`src/rtl/rrts_pkg.sv`:
```
// ----------------------------------------------------------------------------
// rrts_pkg
// Shared types, op and status codes for the round-robin task scheduler.
// ----------------------------------------------------------------------------
`default_nettype none

package rrts_pkg;

    localparam int MAX_TASKS_DEF = 16;
    localparam int PID_BITS_DEF  = 16;

    localparam logic [3:0] OP_CREATE   = 4'd0;
    localparam logic [3:0] OP_SCHEDULE = 4'd1;
    localparam logic [3:0] OP_BLOCK    = 4'd2;
    localparam logic [3:0] OP_UNBLOCK  = 4'd3;
    localparam logic [3:0] OP_EXIT     = 4'd4;
    localparam logic [3:0] OP_LOCK     = 4'd5;
    localparam logic [3:0] OP_UNLOCK   = 4'd6;
    localparam logic [3:0] OP_QUERY    = 4'd7;
    localparam logic [3:0] OP_CLEANUP  = 4'd8;

    localparam logic [2:0] ST_OK          = 3'd0;
    localparam logic [2:0] ST_FULL        = 3'd1;
    localparam logic [2:0] ST_NOT_FOUND   = 3'd2;
    localparam logic [2:0] ST_NOT_BLOCKED = 3'd3;
    localparam logic [2:0] ST_NOTHING     = 3'd4;
    localparam logic [2:0] ST_UNBALANCED  = 3'd5;

    localparam logic [3:0] TS_RUNNING = 4'd0;
    localparam logic [3:0] TS_READY   = 4'd1;
    localparam logic [3:0] TS_DEAD    = 4'd2;
    localparam logic [3:0] TS_BLOCKED = 4'd3;

    typedef enum logic [3:0] {
        S_IDLE,
        S_SCAN_RD,
        S_SCAN_CHK,
        S_CUR_RD,
        S_CUR_CHK,
        S_SCHED,
        S_FIFO_RD,
        S_FIFO_WAIT,
        S_NEW_RD,
        S_NEW_WR,
        S_PID_RD,
        S_PID_WAIT,
        S_DONE
    } state_t;

endpackage

`default_nettype wire

```
`src/rtl/round_robin_task_scheduler.sv`:
```
// ----------------------------------------------------------------------------
// round_robin_task_scheduler
// Task table with a round-robin ready queue, held in synchronous memories.
// ----------------------------------------------------------------------------
// One op item enters on the s_ channel and gives one result item on m_.
// s_axis_tdata: op[3:0], target_pid[19:4], block_reason[23:20].
// m_axis_tdata: status[2:0], result_pid[18:3], result_state[22:19],
// running_pid[38:23], switched[39].
// Items are handled one at a time. Slot pid and state live in one memory
// and the ready queue in another, both with registered read data; the
// current slot's pid and state are also held in registers.
// Create checks one used bit per cycle, up to the lowest free slot;
// unblock and query compare one slot pid per cycle; cleanup reads and
// checks each slot in turn; schedule, block and exit end early with an
// empty queue or while locked; an unlock that runs a postponed switch
// does what a schedule does. The next item is taken in the cycle after
// the result is accepted.
// Reset makes pid 0 in slot 0 running, with an empty queue; the pid/state
// memory itself needs no clearing since a used bit per slot gates it.
// While the receiver stalls, the result waits in the output register and
// s_axis_tready stays low.
// ----------------------------------------------------------------------------
`default_nettype none

module round_robin_task_scheduler
    import rrts_pkg::*;
#(
    parameter int MAX_TASKS = MAX_TASKS_DEF,
    parameter int PID_BITS  = PID_BITS_DEF
) (
    input  wire         aclk,
    input  wire         aresetn,
    input  wire         s_axis_tvalid,
    output logic        s_axis_tready,
    input  wire  [23:0] s_axis_tdata,   // op, target_pid, block_reason
    output logic        m_axis_tvalid,
    input  wire         m_axis_tready,
    output logic [39:0] m_axis_tdata    // status, result_pid, result_state,
                                        // running_pid, switched
);

    localparam int SW = $clog2(MAX_TASKS);
    localparam int CW = $clog2(MAX_TASKS + 1);
    localparam int EW = PID_BITS + 4;

    state_t state_reg, state_next;

    logic [3:0]          op_reg, op_next;
    logic [15:0]         tpid_reg, tpid_next;
    logic [3:0]          reason_reg, reason_next;
    logic [MAX_TASKS-1:0] used_reg, used_next;
    logic [SW-1:0]       cur_reg, cur_next, old_reg, old_next;
    logic [SW-1:0]       head_reg, head_next, tail_reg, tail_next;
    logic [CW-1:0]       count_reg, count_next;
    logic [PID_BITS-1:0] npid_reg, npid_next, rpidc_reg, rpidc_next;
    logic [7:0]          depth_reg, depth_next;
    logic                post_reg, post_next;
    logic [SW-1:0]       idx_reg, idx_next, found_reg, found_next;
    logic                fnd_reg, fnd_next, last_reg, last_next;
    logic [3:0]          cst_reg, cst_next;
    logic [2:0]          status_reg, status_next;
    logic [15:0]         rpid_reg, rpid_next;
    logic [3:0]          rstate_reg, rstate_next;
    logic                mvalid_reg, mvalid_next;
    logic [39:0]         mdata_reg, mdata_next;
    logic                finalize;

    logic          tw_we;
    logic [SW-1:0] tw_wa, tw_ra;
    logic [EW-1:0] tw_wd, tw_rd;
    logic          fq_we;
    logic [SW-1:0] fq_wa, fq_ra;
    logic [SW-1:0] fq_wd, fq_rd;

    rrts_ram #(.WIDTH(EW), .DEPTH(MAX_TASKS)) u_table (
        .aclk(aclk), .we(tw_we), .waddr(tw_wa), .wdata(tw_wd),
        .raddr(tw_ra), .rdata(tw_rd)
    );

    rrts_ram #(.WIDTH(SW), .DEPTH(MAX_TASKS)) u_fifo (
        .aclk(aclk), .we(fq_we), .waddr(fq_wa), .wdata(fq_wd),
        .raddr(fq_ra), .rdata(fq_rd)
    );

    wire [PID_BITS-1:0] rd_pid = tw_rd[EW-1:4];
    wire [3:0]          rd_st  = tw_rd[3:0];
    wire [PID_BITS-1:0] tpid_m = PID_BITS >= 16 ? PID_BITS'(tpid_reg)
                                                : PID_BITS'(tpid_reg);

    function automatic logic [SW-1:0] wrap(input logic [SW-1:0] i);
        wrap = ({1'b0, i} + 1'b1 >= (SW+1)'(MAX_TASKS)) ? '0 : i + 1'b1;
    endfunction

    always_ff @(posedge aclk) begin
        if (!aresetn) begin
            state_reg  <= S_IDLE;
            used_reg   <= MAX_TASKS'(1);
            cur_reg    <= '0;
            head_reg   <= '0;
            tail_reg   <= '0;
            count_reg  <= '0;
            npid_reg   <= PID_BITS'(1);
            rpidc_reg  <= '0;
            depth_reg  <= '0;
            post_reg   <= 1'b0;
            mvalid_reg <= 1'b0;
            cst_reg    <= TS_RUNNING;
        end else begin
            state_reg  <= state_next;
            used_reg   <= used_next;
            cur_reg    <= cur_next;
            head_reg   <= head_next;
            tail_reg   <= tail_next;
            count_reg  <= count_next;
            npid_reg   <= npid_next;
            rpidc_reg  <= rpidc_next;
            depth_reg  <= depth_next;
            post_reg   <= post_next;
            mvalid_reg <= mvalid_next;
            cst_reg    <= cst_next;
        end
        op_reg     <= op_next;
        tpid_reg   <= tpid_next;
        reason_reg <= reason_next;
        old_reg    <= old_next;
        idx_reg    <= idx_next;
        found_reg  <= found_next;
        fnd_reg    <= fnd_next;
        last_reg   <= last_next;
        status_reg <= status_next;
        rpid_reg   <= rpid_next;
        rstate_reg <= rstate_next;
        mdata_reg  <= mdata_next;
    end

    assign s_axis_tready = (state_reg == S_IDLE) && !mvalid_reg;
    assign m_axis_tvalid = mvalid_reg;
    assign m_axis_tdata  = mdata_reg;

    always_comb begin
        state_next  = state_reg;
        op_next     = op_reg;
        tpid_next   = tpid_reg;
        reason_next = reason_reg;
        used_next   = used_reg;
        cur_next    = cur_reg;
        old_next    = old_reg;
        head_next   = head_reg;
        tail_next   = tail_reg;
        count_next  = count_reg;
        npid_next   = npid_reg;
        rpidc_next  = rpidc_reg;
        depth_next  = depth_reg;
        post_next   = post_reg;
        idx_next    = idx_reg;
        found_next  = found_reg;
        fnd_next    = fnd_reg;
        last_next   = last_reg;
        cst_next    = cst_reg;
        status_next = status_reg;
        rpid_next   = rpid_reg;
        rstate_next = rstate_reg;
        mdata_next  = mdata_reg;
        mvalid_next = mvalid_reg && !m_axis_tready;
        finalize    = 1'b0;
        tw_we = 1'b0; tw_wa = cur_reg; tw_wd = '0; tw_ra = cur_reg;
        fq_we = 1'b0; fq_wa = tail_reg; fq_wd = '0; fq_ra = head_reg;

        case (state_reg)
            S_IDLE: begin
                if (s_axis_tvalid && s_axis_tready) begin
                    op_next     = s_axis_tdata[3:0];
                    tpid_next   = s_axis_tdata[19:4];
                    reason_next = s_axis_tdata[23:20];
                    old_next    = cur_reg;
                    status_next = ST_OK;
                    rpid_next   = '0;
                    rstate_next = '0;
                    idx_next    = '0;
                    fnd_next    = 1'b0;
                    case (s_axis_tdata[3:0])
                        OP_CREATE: begin
                            state_next = S_NEW_RD;
                        end
                        OP_SCHEDULE: begin
                            state_next = S_SCHED;
                        end
                        OP_BLOCK: begin
                            tw_we = 1'b1;
                            tw_wd = {rpidc_reg, (s_axis_tdata[23:20] < TS_BLOCKED)
                                     ? TS_BLOCKED : s_axis_tdata[23:20]};
                            cst_next = tw_wd[3:0];
                            state_next = S_SCHED;
                        end
                        OP_EXIT: begin
                            tw_we = 1'b1;
                            tw_wd = {rpidc_reg, TS_DEAD};
                            cst_next = TS_DEAD;
                            state_next = S_SCHED;
                        end
                        OP_UNBLOCK, OP_QUERY: begin
                            state_next = S_CUR_RD;
                        end
                        OP_LOCK: begin
                            if (depth_reg == 8'hFF) status_next = ST_UNBALANCED;
                            else depth_next = depth_reg + 8'd1;
                            state_next = S_DONE;
                        end
                        OP_UNLOCK: begin
                            state_next = S_DONE;
                            if (depth_reg == 8'd0) begin
                                status_next = ST_UNBALANCED;
                            end else begin
                                depth_next = depth_reg - 8'd1;
                                if (depth_reg == 8'd1 && post_reg) begin
                                    post_next  = 1'b0;
                                    state_next = S_SCHED;
                                end
                            end
                        end
                        OP_CLEANUP: begin
                            state_next = S_SCAN_RD;
                        end
                        default: begin
                            state_next = S_DONE;
                        end
                    endcase
                end
            end
            S_SCHED: begin
                if (depth_reg != 8'd0) begin
                    post_next  = 1'b1;
                    state_next = S_DONE;
                end else if (count_reg == '0) begin
                    if (op_reg != OP_UNLOCK) status_next = ST_NOTHING;
                    state_next = S_DONE;
                end else begin
                    fq_ra      = head_reg;
                    head_next  = wrap(head_reg);
                    count_next = count_reg - 1'b1;
                    state_next = S_FIFO_WAIT;
                end
            end
            S_FIFO_WAIT: begin
                if (cst_reg == TS_RUNNING || cst_reg == TS_READY) begin
                    tw_we = 1'b1;
                    tw_wd = {rpidc_reg, TS_READY};
                    fq_we = 1'b1; fq_wa = tail_reg; fq_wd = cur_reg;
                    tail_next  = wrap(tail_reg);
                    count_next = count_reg + 1'b1;
                end
                tw_ra      = fq_rd;
                cur_next   = fq_rd;
                state_next = S_FIFO_RD;
            end
            S_FIFO_RD: begin
                tw_we      = 1'b1; tw_wa = cur_reg;
                tw_wd      = {rd_pid, TS_RUNNING};
                rpidc_next = rd_pid;
                cst_next   = TS_RUNNING;
                state_next = S_DONE;
            end
            S_NEW_RD: begin
                // find lowest free slot via used bits, one per cycle
                if (!used_reg[idx_reg]) begin
                    tw_we = 1'b1; tw_wa = idx_reg;
                    tw_wd = {npid_reg, TS_READY};
                    used_next[idx_reg] = 1'b1;
                    rpid_next  = 16'(npid_reg);
                    npid_next  = npid_reg + 1'b1;
                    fq_we = 1'b1; fq_wa = tail_reg; fq_wd = idx_reg;
                    tail_next  = wrap(tail_reg);
                    count_next = count_reg + 1'b1;
                    state_next = S_DONE;
                end else if ({1'b0, idx_reg} == (SW+1)'(MAX_TASKS - 1)) begin
                    status_next = ST_FULL;
                    state_next  = S_DONE;
                end else begin
                    idx_next = idx_reg + 1'b1;
                end
            end
            S_CUR_RD: begin
                tw_ra = cur_reg;
                if (used_reg[cur_reg] && rpidc_reg == tpid_m) begin
                    fnd_next   = 1'b1;
                    found_next = cur_reg;
                    state_next = S_PID_WAIT;
                end else begin
                    tw_ra      = '0;
                    state_next = S_PID_RD;
                end
            end
            S_PID_RD: begin
                // current slot already checked from its registers
                if (used_reg[idx_reg] && idx_reg != cur_reg && rd_pid == tpid_m) begin
                    fnd_next   = 1'b1;
                    found_next = idx_reg;
                    state_next = S_PID_WAIT;
                    tw_ra      = idx_reg;
                end else if ({1'b0, idx_reg} == (SW+1)'(MAX_TASKS - 1)) begin
                    state_next = S_PID_WAIT;
                end else begin
                    idx_next = idx_reg + 1'b1;
                    tw_ra    = idx_reg + 1'b1;
                end
            end
            S_PID_WAIT: begin
                tw_ra = found_reg;
                state_next = S_CUR_CHK;
            end
            S_CUR_CHK: begin
                state_next = S_DONE;
                if (op_reg == OP_QUERY) rpid_next = tpid_reg;
                if (!fnd_reg) begin
                    status_next = ST_NOT_FOUND;
                end else if (op_reg == OP_QUERY) begin
                    rstate_next = (found_reg == cur_reg) ? cst_reg : rd_st;
                end else if (((found_reg == cur_reg) ? cst_reg : rd_st) < TS_BLOCKED) begin
                    status_next = ST_NOT_BLOCKED;
                end else if (found_reg == cur_reg) begin
                    tw_we = 1'b1; tw_wa = cur_reg;
                    tw_wd = {rpidc_reg, TS_RUNNING};
                    cst_next = TS_RUNNING;
                end else begin
                    tw_we = 1'b1; tw_wa = found_reg;
                    tw_wd = {rd_pid, TS_READY};
                    fq_we = 1'b1; fq_wa = tail_reg; fq_wd = found_reg;
                    tail_next  = wrap(tail_reg);
                    count_next = count_reg + 1'b1;
                end
            end
            S_SCAN_RD: begin
                tw_ra      = idx_reg;
                last_next  = ({1'b0, idx_reg} == (SW+1)'(MAX_TASKS - 1));
                state_next = S_SCAN_CHK;
            end
            S_SCAN_CHK: begin
                if (used_reg[idx_reg] && rd_st == TS_DEAD && idx_reg != cur_reg) begin
                    used_next[idx_reg] = 1'b0;
                end
                idx_next   = idx_reg + 1'b1;
                state_next = last_reg ? S_DONE : S_SCAN_RD;
            end
            S_NEW_WR: state_next = S_DONE;
            S_DONE: begin
                finalize = 1'b1;
            end
            default: state_next = S_IDLE;
        endcase

        if (finalize) begin
            mvalid_next = 1'b1;
            mdata_next  = {(old_reg != cur_reg), 16'(rpidc_reg), rstate_reg,
                           rpid_reg, status_reg};
            state_next  = S_IDLE;
        end
    end

endmodule

`default_nettype wire

```
`src/rtl/rrts_ram.sv`:
```
// ----------------------------------------------------------------------------
// rrts_ram
// Generic single-port-write, single-read RAM with registered read data.
// ----------------------------------------------------------------------------
`default_nettype none

module rrts_ram #(
    parameter int WIDTH = 8,
    parameter int DEPTH = 16
) (
    input  wire                      aclk,
    input  wire                      we,
    input  wire  [$clog2(DEPTH)-1:0] waddr,
    input  wire  [WIDTH-1:0]         wdata,
    input  wire  [$clog2(DEPTH)-1:0] raddr,
    output logic [WIDTH-1:0]         rdata
);

    logic [WIDTH-1:0] mem [DEPTH];

    always_ff @(posedge aclk) begin
        if (we) begin
            mem[waddr] <= wdata;
        end
        rdata <= mem[raddr];
    end

endmodule

`default_nettype wire

```
`config.mk`:
```
export PLATFORM = sky130hd
export DESIGN_NAME = round_robin_task_scheduler
export DESIGN_NICKNAME = d
export VERILOG_FILES = /design/src/rtl/rrts_pkg.sv /design/src/rtl/round_robin_task_scheduler.sv /design/src/rtl/rrts_ram.sv
export SDC_FILE = /design/constraint.sdc
export NUM_CORES = 1
export LEC_CHECK = 0
export BUFFER_PORTS_ARGS = -buffer_cell sky130_fd_sc_hd__buf_4
export CAP_MARGIN = 10
export CORE_MARGIN = 2
export CORE_UTILIZATION = 61
export CTS_CLUSTER_SIZE = 28
export DETAILED_ROUTE_END_ITERATION = 16
export GPL_TIMING_DRIVEN = 0
export PLACE_DENSITY = 0.79
export SLEW_MARGIN = 20
export SYNTH_ARGS = -nofsm -noshare
export SYNTH_HDL_FRONTEND = slang
export SYNTH_SLANG_ARGS = --single-unit
```
`constraint.sdc`:
```
create_clock -name aclk -period 10.64 [get_ports aclk]
set_input_delay 0.532 -clock aclk [delete_from_list [all_inputs] [get_ports aclk]]
set_output_delay 0.532 -clock aclk [all_outputs]
set_load 0.01 [all_outputs]
```
* After elaboration in Yosys (flattened, before gate mapping)
Memories as Yosys holds them, arrays and structs flattened. A register that Yosys moved wholly into a read port is not among the register bits.
Index checks and enable logic that the tools add are counted.
** Cells by class
- Add/sub/neg operators :: 10
- Magnitude comparators :: 7
- Eq/ne operators :: 62
- Multiplexer cells :: 135
- Bitwise logic cells :: 8
- Reductions and logical operators :: 52
** Operator list (number)
- $mux 4 :: 47
- $mux 20 :: 7
- $pmux 20 s5 :: 1
- $mux 16 :: 5
- $pmux 16 s3 :: 1
- $ne 2x2->1 const B :: 22
- $pmux 4 s11 :: 1
- $mux 5 :: 8
- $pmux 20 s2 :: 1
- $pmux 4 s5 :: 2
- $eq 4x3->1 const B :: 9
- $pmux 4 s3 :: 3
- $mux 3 :: 11
- $eq 16x16->1 :: 2
- $pmux 16 s2 :: 1
- $pmux 4 s2 :: 4
- $mux 1 :: 29
- $eq 4x4->1 const B :: 7
- $eq 4x2->1 const B :: 5
- $pmux 5 s4 :: 1
- $reduce_and 4->1 :: 5
- $reduce_and 9->1 :: 2
- $add 16x1->16 const B :: 1
- $and 16x16->16 :: 1
- 49 further kinds :: 98
** Word-level totals
- Register bits :: 180
- Memory bits (writable) :: 384
- Input bits :: 28
- Word-level logic and storage cells :: 299
- Memories :: 2
** Memory list
- u_table.mem :: words 16, width 20, read ports 1, clocked after Yosys merged registers in 1, wr ports 1, line rrts_ram.sv:19 : logic [WIDTH-1:0] mem [DEPTH];
- u_fifo.mem :: words 16, width 4, read ports 1, clocked after Yosys merged registers in 1, wr ports 1, line rrts_ram.sv:19

* Depth between registers and ports, before layout
- Word-level depth :: 9
- Depth in mapped cells :: 14
- Mapped depth without buffers :: 11

* Hierarchy
Synthesis repeated with hierarchy kept, for this count alone.
** Second synthesis, totals
- Cells, all modules :: 1570
- Area total of the unflattened synthesis :: 24518.5 um^2
** Modules (own cells, without submodules)
- rrts_ram at u_table :: times used 1, cells an instance 533, area an instance 12530.8 um^2
- round_robin_task_scheduler :: times used 1, cells an instance 907, area an instance 9321.4 um^2
- rrts_ram at u_fifo :: times used 1, cells an instance 130, area an instance 2666.3 um^2

* Worst setup path after synthesis
OpenSTA, ideal clock, no wires.
- Kind :: reg-to-reg
- Start :: register idx_reg[1]
- End :: memory u_table.mem[1][0] in the netlist's numbering, enable pin
- Library setup time :: 397 ps
- Arrival :: 3839 ps
- Slack :: 6405 ps
- Stages on the path, launching flop included :: 12
- Buffers on the path :: 2
- Period minus slack after synthesis :: 4235 ps
- Cells stage by stage :: edfxtp_1 buf_2 mux4_2 mux2i_2 mux2i_1 nor3_1 clkbuf_1 nor2_1 nand2_1 nand2_1 or3b_2 nor2_1
** On the way
- Longest elaborated chain between the ends :: 6
- Elaborated cells on any way between the ends :: 8
- Those cells by class :: mux: 8
** RTL lines
- start, declared :: line round_robin_task_scheduler.sv:58 : logic [SW-1:0] idx_reg, idx_next, found_reg, found_next;
- start signal, assigned :: line round_robin_task_scheduler.sv:126 : idx_reg <= idx_next;
- $bmux 1 s4 :: line round_robin_task_scheduler.sv:265 : if (!used_reg[idx_reg]) begin
- $mux 1 (implied by the code) :: line round_robin_task_scheduler.sv:265
- $mux 1 :: line round_robin_task_scheduler.sv:265
- $pmux 1 s5 :: line round_robin_task_scheduler.sv:169 : case (state_reg)
- $mux 1 :: line rrts_ram.sv:22 : if (we) begin
- $mux 1 (implied by the code) :: line rrts_ram.sv:23 : mem[waddr] <= wdata;
- end, declared :: line rrts_ram.sv:19
Several ways; a longest one is shown, not always the timed one. The select of a mux whose other input is x is not followed.

* Worst setup path in the final report
- Start :: register idx_reg[1]
- End :: memory u_table.mem[15][7] in the netlist's numbering, data pin
** On the way
- Longest elaborated chain between the ends :: 4
** RTL lines
- $bmux 1 s4 :: line round_robin_task_scheduler.sv:265
- $mux 1 (implied by the code) :: line round_robin_task_scheduler.sv:265
- $mux 20 :: line round_robin_task_scheduler.sv:265
- $pmux 20 s5 :: line round_robin_task_scheduler.sv:169
- net tw_wd[7] :: line round_robin_task_scheduler.sv:70 : logic [EW-1:0] tw_wd, tw_rd;
The timed path passes the listed nets, and every way through them passes these cells. The select of a mux whose other input is x is not followed.

==> summary.txt <==
CTS
  • Later-pin clock latency in the skew report: around 0.64 ns
  • CTS tree: built
  • Hold_buf cts: 0
  • Clock Root Buffer: clkbuf_16
  • Total CTS buffers: between 50 and 60
  • Post-CTS sizing: 0
  • CTS max path bufs: 3
  • Total clock sinks: 588
  • Clk slew on worst S/H paths: roughly 0.06 ns
  • H-tree depth: 2
  • Postcts setup bufs: 0

Yosys
  • Seq/Total Area, Yosys: between 60% and 70%
  • Post-synthesis mux area share: 8.79%
  • Largest family of logic cells by synthesized area: compound AO/OA/AOI/OAI gates
  • Post-Synth XOR/XNOR Area: 2.46%
  • Ys async rst share: 0%
  • Synth Flop Type: edfxtp_1
  • Synth Area in Adders: less than 1%
  • YS warnings: 0
  • Syn Area/Cell: 13.6 sq um
  • Count of state elements after synthesis: roughly 600
  • Post-synth cell types: 77
  • EDFF count, synth: roughly 480
  • Post-Synth Simple-Gate Area: between 8 and 9%
  • Mapped Nets: approximately 2000
  • Compound-Gate Fraction of Synth Area: about an eighth
  • Mapped Cells: 1913
  • Mapped cell area: 0.0260 sq mm

STA
  • Tmin final: about 5.0 ns
  • RSZ-0062 raised after global routing: false
  • Rel. slew slack: 26.4%
  • Least-Margin Pin Slew: around 1.1 ns
  • Layout Skew: 0.0394 ns
  • Fin. max-slew vios: 0
  • Final setup fails: 0
  • Fmax: ~0.2 GHz
  • Setup_tns: 0 ns
  • Final Hold Viols: 0
  • Final Cycle Share: a little under half
  • Hold WS: around 0.07 ns

Setup path
  • Worst-path maximum fanout: 16
  • Worst-path cell chain: buf_2, mux4_2, mux2i_2, mux2i_1, nor3_1, clkbuf_1, buf_1, buf_1, a222oi_1, inv_1
  • Max incr delay on CP: between 0.5 and 0.6 ns
  • Most used cell along the critical path: buf_1
  • WP data arrival: 5.30 ns
  • Setup crit end kind: register
  • Critical path type: register to register
  • Required @ worst endpoint: around 11 ns
  • Startpoint types: register
  • CP max stage cell: mux4_2

Layout
  • Layout area overhead: 13.0%
  • Commonest non-fill, non-tap cell in the layout: edfxtp_1
  • Largest register FFs: 320
  • Commonest cells after routing, fill and taps aside: edfxtp_1 (481), o211ai_1 (131), mux2i_1 (120)
  • Total Nets Final: around 2100
  • Multi-input gate area: approximately 0.009 sq mm
  • Register area: between 0.015 and 0.02 sq mm
  • Reg with most FFs: u_table.mem
  • Share of layout cells above drive strength 1: roughly 14%
  • Fillers: 2820

Floorplan
  • Die width: 210 um
  • I/O Pins: 70
  • Die outline height: about 210 um
  • Core area: 0.0420 sq mm
  • # rows: 75
  • Initial cell density of the core: between 60% and 70%
  • Die area: ~0.044 sq mm

Drt
  • Drt first pass iters: 13
  • DR iter-0 viols: between 2000 and 2500
  • Drc violations: 0
  • Wire per inst: approximately 25 um
  • Final ANT Viol Nets: 0
  • Drt via density: 6.59
  • Vias: roughly 17000
  • Routed wire length: approximately 67000 um

Global route
  • Total GRT Usage: 30.6%
  • GR Overflow Total: 0
  • First-pass GRT wire length: between 100000 and 150000 um
  • Initial antenna violation count: 0
  • Largest net degree at the start of global routing: 32
  • Number of global-route vias before repair: approximately 17000

Flow run
  • Maxcap violations: 0

Hold path
  • Hold Crit Class: primary input to register

Placement
  • Detail Placement HPWL: between 40000 and 50000 um
  • RePlAce Congestion: slightly below 1
  • Port Buffer Count: between 60 and 70

Pwr
  • Lkg Pwr: between 9 and 10 nW
  • Peak VDD IR: 0.000150 V
  • Pwr/cell area: approximately 220 mW/mm^2

Status
  • Status: finished, final reports clean
==> per-layer routing <==
metal,vias to the layer above,track usage [%],wire length (um)
met2,789,50.0,31800
met1,8652,41.5,27600
met3,171,5.08,5200
li1,7752,-,-
met5,-,0,0
met4,0,12.0,2470
==> per-stage QoR <==
step	cell area, sq um	utilization, %	worst slack (ns)	power [mW]	cells
global route	29400	69.9	5.34	6.73	2635
global placement	27200	64.7	4.87	4.34	2521
floorplan	26000	-	6.40	3.88	1913
detailed placement	27400	65.1	5.76	4.40	2529
CTS	29400	69.9	5.75	6.51	2635
finish	29400	69.9	5.66	6.51	2636
==> final timing paths <==
kind,slack [ns],depth (start not counted),from,endpoint
max reg2reg,5.66,10,idx_reg[1],u_table.mem[15][7]
min reg2reg,0.42,0,rpid_reg[7],m_axis_tdata[10]
min,0.07,1,s_axis_tdata[15],tpid_m[11]
max,5.66,10,idx_reg[1],u_table.mem[15][7]
==> power by group <==
| part | switching, mW | internal, mW |
|---|---|---|
| clock network | 0.871 | 1.26 |
| registers | 0.168 | 2.86 |
| logic | 0.901 | 0.454 |
| total | 1.94 | 4.57 |
==> logic make-up (layout without fill, tap and decap cells) <==
| logic type | Yosys count | in the layout |
|---|---|---|
| buffers and inverters | 185 | 368 |
| muxes | 188 | 188 |
| and+or+nand+nor | 423 | 423 |
| other | 0 | 1 |
| adders and majority gates | 17 | 17 |
| AOI/OAI and AO/OA | 439 | 439 |
| DFF | 588 | 588 |
| xor gates and xnor gates | 73 | 73 |
==> synthesized netlist by cell type, types with 5 or more instances <==
cell type	number	area, sq um
a211oi_1	43	323
a21boi_0	11	82.6
a21oi_1	48	240
a222oi_1	20	200
a22o_1	18	158
a22oi_1	9	67.6
and2_1	15	93.8
and3_1	10	62.6
buf_1	10	37.5
buf_2	19	95.1
buf_4	8	60.1
clkbuf_1	103	387
dfxtp_1	107	2140
edfxtp_1	481	14400
ha_1	16	200
inv_1	41	154
mux2_2	39	439
mux2i_1	120	1200
mux4_2	28	631
nand2_1	113	424
nand2b_1	10	62.6
nand3_1	28	140
nand4_1	19	119
nor2_1	96	360
nor2b_1	23	144
nor3_1	19	95.1
nor3b_1	42	315
nor4_1	10	62.6
o211ai_1	131	983
o21a_1	6	45.0
o21ai_0	35	175
o221ai_1	19	166
o31ai_1	44	330
o32a_1	20	200
or2_2	5	31.3
or3_1	9	56.3
xnor2_1	33	289
xor2_1	40	350
==> critical path, delay by kind of cell (launching register included) <==
family	cells	cell delay [ns]
compound gates	1	0.27
buf+inv	5	2.32
flops	1	0.47
mux	3	1.10
simple gates	1	0.49
==> cell type report <==
type / instances / share of cell area (%)
sequential: 588 / 56.5
multi-input combinational: 1140 / 29.8
clock buffer: 72 / 5.19
clock inverter: 34 / 1.56
timing repair buffer: 77 / 2.10
antenna: 1 / 0.00852
buffer: 142 / 2.07
tap: 539 / 2.30
inverter: 43 / 0.549
Power figures use the tool's default switching activity.
